**config.mk**
```make
export PLATFORM = sky130hd
export DESIGN_NAME = dptm_ram
export DESIGN_NICKNAME = d
export VERILOG_FILES = /design/src/hdl/dptm_ram.sv
export SDC_FILE = /design/constraint.sdc
export NUM_CORES = 1
export LEC_CHECK = 0
export BUFFER_PORTS_ARGS = -buffer_cell sky130_fd_sc_hd__buf_2
export CAP_MARGIN = 30
export CORE_AREA = 3 3 130 132
export CTS_CLUSTER_DIAMETER = 150
export DETAILED_ROUTE_END_ITERATION = 8
export DIE_AREA = 0 0 133 135
export GPL_ROUTABILITY_DRIVEN = 0
export SETUP_SLACK_MARGIN = 0.3
export SYNTH_ARGS = -nofsm -noshare
export SYNTH_HDL_FRONTEND = slang
export SYNTH_SLANG_ARGS = --single-unit
export TNS_END_PERCENT = 5
```
**constraint.sdc**
```tcl
create_clock -name clk_i -period 1.7 [get_ports clk_i]
set_input_delay 0.34 -clock clk_i [delete_from_list [all_inputs] [get_ports clk_i]]
set_output_delay 0.34 -clock clk_i [all_outputs]
set_load 0.005 [all_outputs]
```
**src/hdl/dptm_ram.sv**
```systemverilog
// ----------------------------------------------------------------------------
// dptm_ram
// Generic simple dual-port RAM, one write and one registered read port.
// ----------------------------------------------------------------------------
module dptm_ram #(
  parameter int unsigned WIDTH = 8,
  parameter int unsigned DEPTH = 16,
  localparam int unsigned AW   = (DEPTH > 1) ? $clog2(DEPTH) : 1
) (
  input  logic             clk_i,
  input  logic             we_i,
  input  logic [AW-1:0]    waddr_i,
  input  logic [WIDTH-1:0] wdata_i,
  input  logic             re_i,
  input  logic [AW-1:0]    raddr_i,
  output logic [WIDTH-1:0] rdata_o
);

  logic [WIDTH-1:0] mem_q [DEPTH];
  logic [WIDTH-1:0] rdata_q;

  always_ff @(posedge clk_i) begin
    if (we_i) begin
      mem_q[waddr_i] <= wdata_i;
    end
    if (re_i) begin
      rdata_q <= mem_q[raddr_i];
    end
  end

  assign rdata_o = rdata_q;

endmodule

```
==> metrics.txt <==
# TYPE chip_impl_metric gauge
chip_impl_metric{name="antennaDiodeCount",unit=""} 0
chip_impl_metric{name="area_of_the_die",unit="µm²"} 18000
chip_impl_metric{name="global_route.usage.met1",unit="%"} 18.2
chip_impl_metric{name="max-vdd-ir-drop",unit="V"} 0.000783
chip_impl_metric{name="seq_area_frac_synth",unit="%"} 78.1
chip_impl_metric{name="syn_to_final_growth",unit="%"} 22.9
chip_impl_metric{name="timing.final.hold_violations",unit=""} 0
chip_impl_metric{name="post_route_cells_drive_above_1_share",unit="%"} 40.4
chip_impl_metric{name="postSynthRegisterBits",unit=""} 136
chip_impl_metric{name="slew_viol_final",unit=""} 0
chip_impl_metric{name="cts_inserted_buffers",unit=""} 17
chip_impl_metric{name="first_global_vias",unit=""} 2657
chip_impl_metric{name="post-layout-total-power",unit="mW"} 7.95
chip_impl_metric{name="timing.reg2reg.setup_slack",unit="ps"} 220
chip_impl_info{name="synth_most_common_cell",value="sky130_fd_sc_hd__edfxtp_1"} 1
chip_impl_metric{name="finalClockSkew",unit="ps"} 5.14
chip_impl_metric{name="htreeDepth",unit=""} 4
chip_impl_metric{name="dr_total_vias",unit=""} 2499
chip_impl_metric{name="clkLatencyLatePin",unit="ps"} 410
chip_impl_info{name="synthTopCellsByCount",value="136 x sky130_fd_sc_hd__edfxtp_1, 18 x sky130_fd_sc_hd__mux4_2, 16 x sky130_fd_sc_hd__a22oi_1"} 1
chip_impl_metric{name="use_met3",unit="%"} 4.28
chip_impl_info{name="result_of_the_run",value="complete, no violations"} 1
chip_impl_info{name="synth_area_leader_cell",value="sky130_fd_sc_hd__edfxtp_1"} 1
chip_impl_metric{name="dp.final_hpwl",unit="mm"} 6.73
chip_impl_metric{name="p_leak",unit="nW"} 2.10
chip_impl_metric{name="final.fill_count",unit=""} 1390
chip_impl_metric{name="layout_worst_path_cycle_share",unit="%"} 86.8
chip_impl_info{name="cts_tree",value="yes"} 1
chip_impl_metric{name="grt.overflow.total",unit=""} 0
chip_impl_metric{name="tritoncts_num_sinks",unit=""} 136
chip_impl_info{name="timing.rr.start",value="mem_q[3][6]$_DFFE_PP_"} 1
chip_impl_metric{name="asyncSetResetFlopFracSynth",unit="%"} 0
chip_impl_metric{name="cts.reportedPaths.clkPinSlew",unit="ps"} 60
chip_impl_metric{name="routed_wl",unit="mm"} 10.6
chip_impl_metric{name="layout.core_utilization",unit="%"} 40.6
chip_impl_metric{name="fin_hold_ws",unit="ps"} 317
chip_impl_metric{name="drt_iter0_markers",unit=""} 376
chip_impl_metric{name="synth.net_count",unit=""} 248
chip_impl_metric{name="synthesized_netlist_cell_count",unit=""} 229
chip_impl_metric{name="synth_top_area_share",unit="%"} 78.1
chip_impl_metric{name="netlist_area",unit="µm²"} 5230
chip_impl_metric{name="rows",unit=""} 46
chip_impl_info{name="synth.area.top_cells",value="sky130_fd_sc_hd__edfxtp_1 78%, sky130_fd_sc_hd__mux4_2 7.8%, sky130_fd_sc_hd__mux4_1 7.0%, sky130_fd_sc_hd__a22oi_1 2.3%, sky130_fd_sc_hd__nor2_1 0.93%"} 1
chip_impl_metric{name="p_per_area",unit="nW/µm²"} 1240
chip_impl_info{name="worstHoldStart",value="re_i"} 1
chip_impl_metric{name="start_util",unit="%"} 33.0
chip_impl_metric{name="worstPathRequired",unit="ps"} 1860
chip_impl_metric{name="post_synth_num_cell_types",unit=""} 18
chip_impl_metric{name="grt_util_all_layers",unit="%"} 12.9
chip_impl_metric{name="cp_data_arrival_time",unit="ps"} 1630
chip_impl_metric{name="detailedRoute.firstPassIterationCount",unit=""} 5
chip_impl_metric{name="first_pass_grt_wire_length",unit="mm"} 16.5
chip_impl_info{name="setup.worst_path.start",value="mem_q[3][6]$_DFFE_PP_"} 1
chip_impl_info{name="startpoint_type",value="flip-flop"} 1
chip_impl_info{name="grt_busiest_layer",value="met2"} 1
chip_impl_info{name="end_kind",value="flip-flop"} 1
chip_impl_info{name="yosys_most_used_dff",value="sky130_fd_sc_hd__edfxtp_1"} 1
chip_impl_metric{name="final_net_count",unit=""} 308
chip_impl_metric{name="fp.dieW",unit="µm"} 133
chip_impl_metric{name="grt.met2_usage",unit="%"} 18.7
chip_impl_info{name="hold_path_class",value="in2reg"} 1
chip_impl_metric{name="slew_headroom",unit="%"} 39.7
chip_impl_metric{name="total_of_endpoints_with_negative_setup_slack_in_the_final_report",unit=""} 0
chip_impl_metric{name="route.detailed.drc",unit=""} 0
chip_impl_metric{name="design.core.area",unit="µm²"} 15800
chip_impl_metric{name="yosys_warnings",unit=""} 0
chip_impl_metric{name="grt_start_max_net_pins",unit=""} 21
chip_impl_metric{name="period_needed",unit="ps"} 1480
chip_impl_metric{name="floorplan.io_pins",unit=""} 27
chip_impl_metric{name="critPathMaxFanout",unit=""} 1
chip_impl_metric{name="port_buffers",unit=""} 26
chip_impl_info{name="cts_root_buffer",value="sky130_fd_sc_hd__clkbuf_16"} 1
chip_impl_metric{name="maxCapViolations",unit=""} 0
chip_impl_metric{name="achievable_clock_frequency",unit="MHz"} 678
chip_impl_metric{name="synth_area_per_cell",unit="µm²"} 22.8
chip_impl_metric{name="cts_buffer_depth",unit=""} 2
chip_impl_metric{name="synth_edf_count",unit=""} 136
chip_impl_info{name="crit_type",value="reg2reg"} 1
chip_impl_metric{name="vias_per_cell",unit=""} 4.82
chip_impl_metric{name="grt_antenna_before_repair",unit=""} 0
chip_impl_metric{name="detail_route.wl_per_cell",unit="µm"} 20.5
chip_impl_info{name="setup_repair_after_global_routing_missed_its_margin",value="true"} 1
chip_impl_metric{name="ant_nets",unit=""} 0
chip_impl_metric{name="die-height",unit="µm"} 135
chip_impl_metric{name="worst_slew_pin_slew",unit="ps"} 902
==> stage by stage <==
stage	setup TNS, ps	worst slack, ps	instance area (µm²)	std cells
floorplan	0	160	5230	229
global placement	-1350	-233	5790	486
detailed placement	-1450	-232	5790	486
CTS	0	221	6410	518
global route	0	180	6420	518
finish	0	224	6420	518
==> what timing repair did <==
item	CTS	global route
pin swaps	1	2
resized for setup	3	4
setup buffers	0	0
setup endpoints to repair	8	8
hold buffers	0	0
==> cell usage in the layout, fill, tap and decap left out, types with 4 or more instances in the layout <==
master	Yosys	routed
sky130_fd_sc_hd__buf_4	1	18
sky130_fd_sc_hd__a22oi_1	16	11
sky130_fd_sc_hd__nand2_1	9	8
sky130_fd_sc_hd__mux4_2	18	32
sky130_fd_sc_hd__buf_12	0	7
sky130_fd_sc_hd__bufinv_16	0	4
sky130_fd_sc_hd__buf_2	3	26
sky130_fd_sc_hd__clkbuf_16	0	17
sky130_fd_sc_hd__a22oi_2	0	5
sky130_fd_sc_hd__nor2_1	13	10
sky130_fd_sc_hd__edfxtp_1	136	136
==> critical path: stages (launching register included) <==
cell                       delay (ps)
sky130_fd_sc_hd__edfxtp_1         360
sky130_fd_sc_hd__mux4_2           490
sky130_fd_sc_hd__a22oi_2          190
sky130_fd_sc_hd__buf_4            150
sky130_fd_sc_hd__nand2_2           40
==> registers in the layout, indices dropped and copies added, names as in the netlist <==
signal / flops
mem_q: 128
rdata_o: 8
==> logic make-up (layout without fill, tap and decap cells) <==
logic type      Yosys count  count (layout)  synth area share, %
compound gates           16              16                 2.30
buf+inv                  10              83                 1.65
flops                   136             136                 78.1
mux                      32              32                 14.8
simple gates             35              35                 3.14
==> per-layer routing <==
metal	share of wire (%)	up-vias
met5	0	-
li1	-	1086
met4	1.2	0
met3	6.0	13
met2	45	83
met1	47	1317
==> area by class of cell <==
cell class | count | area [µm²] | area share, %
sequential | 136 | 4080 | 63.6
timing repair buffer | 51 | 405 | 6.31
multi-input combinational | 83 | 1050 | 16.4
tap | 216 | 270 | 4.21
clock buffer | 18 | 429 | 6.68
clock inverter | 14 | 181 | 2.82
==> report_power, final <==
| part | internal, mW | switching (mW) |
|---|---|---|
| Clock | 2.43 | 1.33 |
| Combinational | 0.170 | 0.215 |
| Sequential | 3.78 | 0.0212 |
==> path summary, 6_finish.rpt <==
kind / end / depth (start not counted)
max: rdata_o[6]$_DFFE_PP_ / 4
min: rdata_o[7]$_DFFE_PP_ / 1
max reg2reg: rdata_o[6]$_DFFE_PP_ / 4
min reg2reg: rdata_o[2]$_DFFE_PP_ / 3
Note: power is estimated with default switching activity, not from simulation.
